$ cat src/design/ngflt_pkg.sv
// Shared constants, codes and control types for the n-gram frequency table.
// No dependencies; every other file in the design but ngflt_ram imports this package.
`timescale 1ns / 1ps

package ngflt_pkg;

  localparam int TABLE_DEPTH     = 256;
  localparam int MAX_KEY_CHARS   = 4;
  localparam int KEY_FIELD_BYTES = 4;

  localparam int ADDR_W  = $clog2(TABLE_DEPTH);
  localparam int CNT_W   = ADDR_W + 1;
  localparam int OP_W    = 2;
  localparam int LEN_W   = 3;
  localparam int CHARS_W = 32;
  localparam int KEY_W   = LEN_W + CHARS_W;
  localparam int FREQ_W  = 16;
  localparam int ENTRY_W = KEY_W + FREQ_W;
  localparam int TOTAL_W = 32;
  localparam int NORM_W  = 26;
  localparam int STAT_W  = 2;

  localparam int TOTAL_DIVISOR = 100;
  // floor(x / 100) == (x * DIV100_MUL) >> DIV100_SHIFT for every 32-bit x
  localparam logic [TOTAL_W-1:0] DIV100_MUL   = 32'h51EB_851F;
  localparam int                 DIV100_SHIFT = 37;

  localparam int S_TDATA_W = 56;
  localparam int M_TDATA_W = 48;

  localparam logic [OP_W-1:0] OP_INSERT = 2'd0;
  localparam logic [OP_W-1:0] OP_LOOKUP = 2'd1;
  localparam logic [OP_W-1:0] OP_CLEAR  = 2'd2;

  localparam logic [STAT_W-1:0] STATUS_OK      = 2'd0;
  localparam logic [STAT_W-1:0] STATUS_FULL    = 2'd1;
  localparam logic [STAT_W-1:0] STATUS_BAD_LEN = 2'd2;

  typedef enum logic [3:0] {
    ST_IDLE,
    ST_DISPATCH,
    ST_SEARCH_RD,
    ST_SEARCH_CMP,
    ST_DECIDE,
    ST_SHIFT_RD,
    ST_SHIFT_WR,
    ST_INSERT_WR,
    ST_DIVIDE,
    ST_DONE
  } ctrl_state_t;

  typedef struct packed {
    logic accept;
    logic clear;
    logic rd_mid;
    logic search_step;
    logic decide;
    logic rd_shift;
    logic wr_shift;
    logic wr_insert;
    logic div_step;
    logic load_out;
  } dp_cmd_t;

  typedef struct packed {
    logic             op_lookup;
    logic             op_insert;
    logic             op_clear;
    logic             len_ok;
    logic             lo_lt_hi;
    logic             match;
    logic             table_full;
    logic             shift_more;
    logic             out_free;
    logic [CNT_W-1:0] lo;
    logic [CNT_W-1:0] hi;
  } dp_status_t;

endpackage

$ cat src/design/ngflt_ctrl.sv
// Sequencer for the n-gram table: search, shift, insert, total division, result.
// Depends on ngflt_pkg; drives ngflt_datapath through dp_cmd_t.
`timescale 1ns / 1ps

module ngflt_ctrl
  import ngflt_pkg::*;
(
  input  logic       clk,
  input  logic       rst,
  input  logic       s_tvalid,
  output logic       s_tready,
  input  dp_status_t status,
  output dp_cmd_t    cmd
);

  ctrl_state_t state, state_next;

  always_ff @(posedge clk) begin
    if (rst) begin
      state <= ST_IDLE;
    end else begin
      state <= state_next;
    end
  end

  always_comb begin
    state_next = state;
    case (state)
      ST_IDLE: begin
        if (s_tvalid) state_next = ST_DISPATCH;
      end
      ST_DISPATCH: begin
        if ((status.op_lookup || status.op_insert) && status.len_ok) begin
          state_next = ST_SEARCH_RD;
        end else begin
          state_next = ST_DONE;
        end
      end
      ST_SEARCH_RD: begin
        state_next = status.lo_lt_hi ? ST_SEARCH_CMP : ST_DECIDE;
      end
      ST_SEARCH_CMP: state_next = ST_SEARCH_RD;
      ST_DECIDE: begin
        if (status.op_lookup) begin
          state_next = ST_DONE;
        end else if (status.match) begin
          state_next = ST_INSERT_WR;
        end else if (status.table_full) begin
          state_next = ST_DONE;
        end else begin
          state_next = ST_SHIFT_RD;
        end
      end
      ST_SHIFT_RD: begin
        state_next = status.shift_more ? ST_SHIFT_WR : ST_INSERT_WR;
      end
      ST_SHIFT_WR:  state_next = ST_SHIFT_RD;
      ST_INSERT_WR: state_next = ST_DIVIDE;
      ST_DIVIDE:    state_next = ST_DONE;
      ST_DONE: begin
        if (status.out_free) state_next = ST_IDLE;
      end
      default: state_next = ST_IDLE;
    endcase
  end

  always_comb begin
    cmd      = '0;
    s_tready = 1'b0;
    case (state)
      ST_IDLE: begin
        s_tready   = 1'b1;
        cmd.accept = s_tvalid;
      end
      ST_DISPATCH:   cmd.clear       = status.op_clear;
      ST_SEARCH_RD:  cmd.rd_mid      = status.lo_lt_hi;
      ST_SEARCH_CMP: cmd.search_step = 1'b1;
      ST_DECIDE:     cmd.decide      = 1'b1;
      ST_SHIFT_RD:   cmd.rd_shift    = status.shift_more;
      ST_SHIFT_WR:   cmd.wr_shift    = 1'b1;
      ST_INSERT_WR:  cmd.wr_insert   = 1'b1;
      ST_DIVIDE:     cmd.div_step    = 1'b1;
      ST_DONE:       cmd.load_out    = status.out_free;
      default: begin
        cmd      = '0;
        s_tready = 1'b0;
      end
    endcase
  end

endmodule

$ cat config.mk
export PLATFORM = sky130hd
export DESIGN_NAME = ngflt_ctrl
export DESIGN_NICKNAME = d
export VERILOG_FILES = /design/src/design/ngflt_pkg.sv /design/src/design/ngflt_ctrl.sv
export SDC_FILE = /design/constraint.sdc
export NUM_CORES = 1
export LEC_CHECK = 0
export BUFFER_PORTS_ARGS = -buffer_cell sky130_fd_sc_hd__clkbuf_2
export CORE_AREA = 2 2 39 41
export CTS_BUF_LIST = sky130_fd_sc_hd__clkbuf_16
export DETAILED_ROUTE_END_ITERATION = 16
export DIE_AREA = 0 0 41 43
export PLACE_DENSITY_LB_ADDON = 0.08
export SETUP_SLACK_MARGIN = 0.4
export SYNTH_ARGS = -nofsm -noshare
export SYNTH_HDL_FRONTEND = slang
export SYNTH_SLANG_ARGS = --single-unit
$ cat constraint.sdc
create_clock -name clk -period 1.35 [get_ports clk]
set_clock_uncertainty 0.05 [all_clocks]
set_input_delay 0.135 -clock clk [delete_from_list [all_inputs] [get_ports clk]]
set_output_delay 0.135 -clock clk [all_outputs]
set_load 0.02 [all_outputs]
==> results.py, run 1 <==
metrics = {
    "outcome": {
        "status": "complete, but fails checks",
        "violations": "negative setup slack",
    },
    "final_layout": {
        "layoutNonFillerInstCount": 113,
        "area_delta_synth_final_pct": 136,
        "top_regs": "state (4)",
        "largest-register": "state",
        "layout-drive-gt1-share": 0.701,
        "design_area_um2": 960,
        "layout.nets": 129,
        "largest_reg_flops": 4,
        "diodes": 0,
        "final_util": 0.693,
    },
    "floorplan": {
        "initial_core_util": 0.294,
        "die_area_um2": 1760,
        "io_pins": 41,
        "coreArea_um2": 1380,
        "fp-row-count": 14,
        "die_x_um": 41,
        "die_h_um": 43,
    },
    "yosys": {
        "synth_edf_count": 0,
        "synth.area.top_cells": "dfxtp_1 20%, nand2_1 8.3%, nor2_1 8.3%",
        "synth_area_leader_cell": "dfxtp_1",
        "syn_nets": 93,
        "synthCells": 63,
        "seq_area_frac_synth": 0.197,
        "synth-seq-cells": 4,
        "synth_common_cells": "9 x nand2_1, 9 x nor2_1, 5 x a21oi_1",
        "ys_types": 24,
        "synth_warnings": 0,
        "synth.top_cell.area_share": 0.197,
        "synthFlopType": "dfxtp_1",
        "synth_area_um2": 407,
        "synth_area_per_cell_um2": 6.45,
        "async_flop_share": 0,
    },
    "drt": {
        "ant_nets": 0,
        "dr.pass1.iters": 4,
        "drc": 0,
        "avgRoutedWirePerCell_um": 12.7,
        "wirelength_mm": 1.44,
        "drt_iter0_markers": 20,
        "vias": 566,
        "viasPerCell": 5.01,
    },
    "critical_path": {
        "cp_slowest_cell": "dfxtp_4",
        "rrSetupSlack_ns": 0.01,
        "start_kind": "register",
        "end_kind": "output port",
        "worst_ep_required_time_ns": 1.16,
        "cp_cell_sequence": "and2b_4 -> and3_4 -> buf_8",
        "worstSetupStartpoint": "state[2]$_SDFFE_PP0P_",
        "slowest_delay_ns": 0.36,
        "regToRegStartpoint": "state[1]$_SDFFE_PP0P_",
        "crit_fanout": 6,
        "crit_arrival_ns": 1.17,
        "crit_type": "reg -> out",
    },
    "hold_path": {
        "hp-class": "in -> reg",
        "holdCritStartpoint": "rst",
    },
    "cts": {
        "clk_pin_slew_worst_paths_ns": 0.03,
        "cts_root_buf": "clkbuf_16",
        "clock_sinks": 4,
        "h-tree-depth": 1,
        "cts_tree": "done",
        "max-clock-path-buffers": 2,
        "cts_buffers": 3,
        "clk_latency_ns": 0.22,
    },
    "power_and_ir_drop": {
        "powerDensity_nw_per_um2": 1200,
        "power.leakage_nw": 0.425,
        "total_power_mw": 1.15,
        "vdd_drop_max_mv": 0.448,
    },
    "sta": {
        "fin_crit_sh": 1.01,
        "setup-violations-final": 2,
        "slew_viol_final": 0,
        "slew_headroom": 0.766,
        "clock.fmax_ghz": 0.737,
        "layout_setup_ws_ns": -0.00728,
        "fin_tns_setup_ns": -0.00772,
        "worstMarginPinSlew_ns": 0.348,
        "period_minus_slack_ns": 1.36,
        "timing.hold.ws_ns": 0.0981,
        "rsz0062_at_grt": "yes",
        "hold_viol": 0,
    },
    "run": {
        "cap_violations": 0,
    },
    "global_routing": {
        "grt_first_pass_wirelength_mm": 2.33,
        "grt_pass1_vias": 543,
        "grt_max_degree": 9,
        "grt_remaining_overflow": 0,
        "grt_util_all_layers": 0.188,
        "grt_antenna_before_repair": 0,
    },
    "placed_design": {
        "hpwl_um": 901,
        "portBuffers": 22,
        "post_dp_cell_area_um2": 617,
        "gp_congestion": 0.767,
        "dp_slack_ns": 0.0313,
        "placedCellCount": 99,
    },
}
## routing by layer
layer,wire length [um],track usage,vias to the layer above
met5,0,0,-
met4,12,0.0400,0
met3,77,0.0157,2
met2,741,0.313,23
met1,605,0.252,254
li1,-,-,287
## layout make-up
type / count / area (um2)
Timing Repair Buffer: 35 / 335
Sequential cell: 4 / 92.6
Clock buffer: 3 / 75.1
Fill cell: 116 / 424
Multi-Input combinational cell: 52 / 425
Inverter: 3 / 11.3
Tap cell: 16 / 20.0
## power breakdown
part,total [mW],switching [mW],internal [mW]
sequential,0.176,0.0375,0.139
clock,0.456,0.0779,0.378
combinational,0.516,0.235,0.281
total,1.15,0.350,0.797
## what timing repair did
action                                  in CTS  in global routing
resized for setup                           37                 16
hold buffers                                 0                  0
pin swaps                                   12                  9
endpoints found under the setup margin      15                 15
buffers inserted                             9                  2
hold endpoints to repair                     0                  0
## kinds of logic (layout without fill, tap and decap cells)
| logic type | after synthesis | in the layout | share of synthesized area |
|---|---|---|---|
| buffers and inverters | 7 | 41 | 0.0923 |
| DFF | 4 | 4 | 0.197 |
| and+or+nand+nor | 36 | 36 | 0.449 |
| AOI/OAI and AO/OA | 16 | 16 | 0.262 |
## path summary, 6_finish.rpt
check	endpoint	cells after the start
setup / recovery	cmd[8]	3
hold / removal	state[0]$_SDFFE_PP0P_	2
setup reg to reg	state[0]$_SDFFE_PP0P_	6
hold reg to reg	state[0]$_SDFFE_PP0P_	3
## critical path, delay by kind of cell, from the launching register on
family        cells  cell delay (ns)
flops             1             0.36
simple gates      2             0.48
buf+inv           1             0.10
## cells in the final DEF (no fill, tap or decap), types with 3 or more instances in the layout
cell and instances:
a21oi_1 3, and2_4 3, and3_4 4, buf_4 8
buf_6 4, buf_8 10, clkbuf_16 3, clkbuf_2 12
dfxtp_4 3, inv_1 3, nand2_1 6, nor2_1 4
nor2_4 4, nor2b_4 3
Note: power is estimated with default switching activity, not from simulation.
==> run 2, diff against run 1 <==
- MAX_ROUTING_LAYER: unset -> met4
==> results.py, run 2 (synthesis gave the netlist of run 1 again) <==
metrics = {
    "cts": {
        "cts_root_buf": "clkbuf_16",
        "clk_pin_slew_worst_paths_ns": 0.03,
        "h-tree-depth": 1,
        "max-clock-path-buffers": 2,
        "cts_buffers": 3,
        "hold_buffers": 0,
        "clk_latency_ns": 0.22,
        "cts_tree": "done",
        "clock_sinks": 4,
    },
    "power_and_ir_drop": {
        "power.leakage_nw": 0.425,
        "vdd_drop_max_mv": 0.448,
        "powerDensity_nw_per_um2": 1200,
    },
    "drt": {
        "dr.pass1.iters": 4,
        "drt_iter0_markers": 15,
        "drc": 0,
        "wirelength_mm": 1.44,
        "ant_nets": 0,
        "viasPerCell": 5.02,
        "drt-met1-wl_um": 596,
        "vias": 567,
        "avgRoutedWirePerCell_um": 12.8,
        "met3_length_um": 90,
        "top_layer": "met3",
        "dr_wl_met2_um": 756,
    },
    "final_layout": {
        "final_cell_mix": "12 x clkbuf_2, 10 x buf_8, 8 x buf_4",
        "diodes": 0,
        "mostFrequentLayoutCell": "clkbuf_2",
        "top_regs": "state (4)",
        "layout-drive-gt1-share": 0.701,
        "design_area_um2": 960,
        "layout.nets": 129,
        "largest_reg_flops": 4,
        "final_util": 0.693,
        "area_delta_synth_final_pct": 136,
        "largest-register": "state",
        "layoutNonFillerInstCount": 113,
    },
    "global_routing": {
        "grt_first_pass_wirelength_mm": 2.33,
        "grt_remaining_overflow": 0,
        "grt_pass1_vias": 543,
        "grt_max_degree": 9,
        "grt_antenna_before_repair": 0,
        "grt_util_all_layers": 0.193,
    },
    "sta": {
        "timing.hold.ws_ns": 0.103,
        "clock.fmax_ghz": 0.738,
        "rsz0062_at_grt": "yes",
        "slew_viol_final": 0,
        "setup-violations-final": 1,
        "slew_headroom": 0.750,
        "fin_crit_sh": 1.00,
        "hold_viol": 0,
        "period_minus_slack_ns": 1.35,
        "layout_setup_ws_ns": -0.00415,
        "worstMarginPinSlew_ns": 0.373,
    },
    "critical_path": {
        "cp_slowest_cell": "dfxtp_4",
        "path_buf_inv": 1,
        "regToRegStartpoint": "state[1]$_SDFFE_PP0P_",
        "worst-path-stages": 3,
        "reg2reg_to": "state[0]$_SDFFE_PP0P_",
        "slowest_delay_ns": 0.36,
        "end_kind": "output port",
        "crit_type": "reg -> out",
        "cp_top_family": "simple AND/OR/NAND/NOR gates",
        "rrSetupSlack_ns": -0.004,
        "worstRegToRegCells": 6,
        "worstSetupStartpoint": "state[2]$_SDFFE_PP0P_",
        "worst_ep_required_time_ns": 1.16,
        "cp-endpoint": "cmd[8]",
        "start_kind": "register",
        "crit_arrival_ns": 1.17,
        "crit_fanout": 6,
        "cp_cell_sequence": "and2b_4 -> and3_4 -> buf_8",
    },
    "floorplan": {
        "die_x_um": 41,
        "die_area_um2": 1760,
        "die_h_um": 43,
        "coreArea_um2": 1380,
        "io_pins": 41,
        "initial_core_util": 0.294,
        "fp-row-count": 14,
    },
    "run": {
        "cap_violations": 0,
    },
    "outcome": {
        "status": "complete, but fails checks",
        "violations": "negative setup slack",
    },
    "placed_design": {
        "dp_slack_ns": 0.0313,
        "gp_congestion": 0.777,
        "post_dp_cell_area_um2": 617,
        "portBuffers": 22,
        "hpwl_um": 901,
        "placedCellCount": 99,
    },
    "hold_path": {
        "hp-class": "in -> reg",
    },
}
==> run 2: worst min path at each step <==
stage / from / endpoint / slack, ns / cells after the start
finish: rst / state[0]$_SDFFE_PP0P_ / 0.10 / 2
detailed placement: rst / state[0]$_SDFFE_PP0P_ / 0.33 / 2
global route: rst / state[0]$_SDFFE_PP0P_ / 0.12 / 2
CTS: rst / state[0]$_SDFFE_PP0P_ / 0.1 / 2
global placement: rst / state[0]$_SDFFE_PP0P_ / 0.33 / 2
floorplan: rst / state[0]$_SDFFE_PP0P_ / 0.17 / 1
==> run 2: per-stage QoR <==
stage | TNS, ns | total power [mW]
2_1_floorplan | 0 | 0.422
3_3_place_gp | 0 | 0.495
3_5_place_dp | 0 | 0.496
4_1_cts | -0.0500 | 1.09
5_1_grt | -0.177 | 1.20
6_report | -0.00415 | 1.15
==> run 2: layer usage <==
metal  vias up  GRT usage
met2        24      0.313
met1       256      0.252
li1        287          -
met5         -          -
met3         0     0.0157
met4         0     0.0400
==> run 2: power by group <==
group          internal, mW  leakage, nW  switching [mW]  total (mW)
combinational         0.281        0.353           0.235       0.516
sequential            0.139       0.0353          0.0373       0.176
clock                 0.378       0.0370          0.0776       0.455
==> run 2: cell type report <==
type	count	area, um2
clock buffer	3	75.1
timing repair buffer	35	335
fill	116	424
multi-input combinational	52	425
tap	16	20.0
inverter	3	11.3
sequential	4	92.6
==> run 2: repair_timing <==
item | in CTS | in global routing
pin swaps | 12 | 9
cloned | 0 | 0
setup buffers | 9 | 2
setup endpoints to repair | 15 | 15
resized for setup | 37 | 16
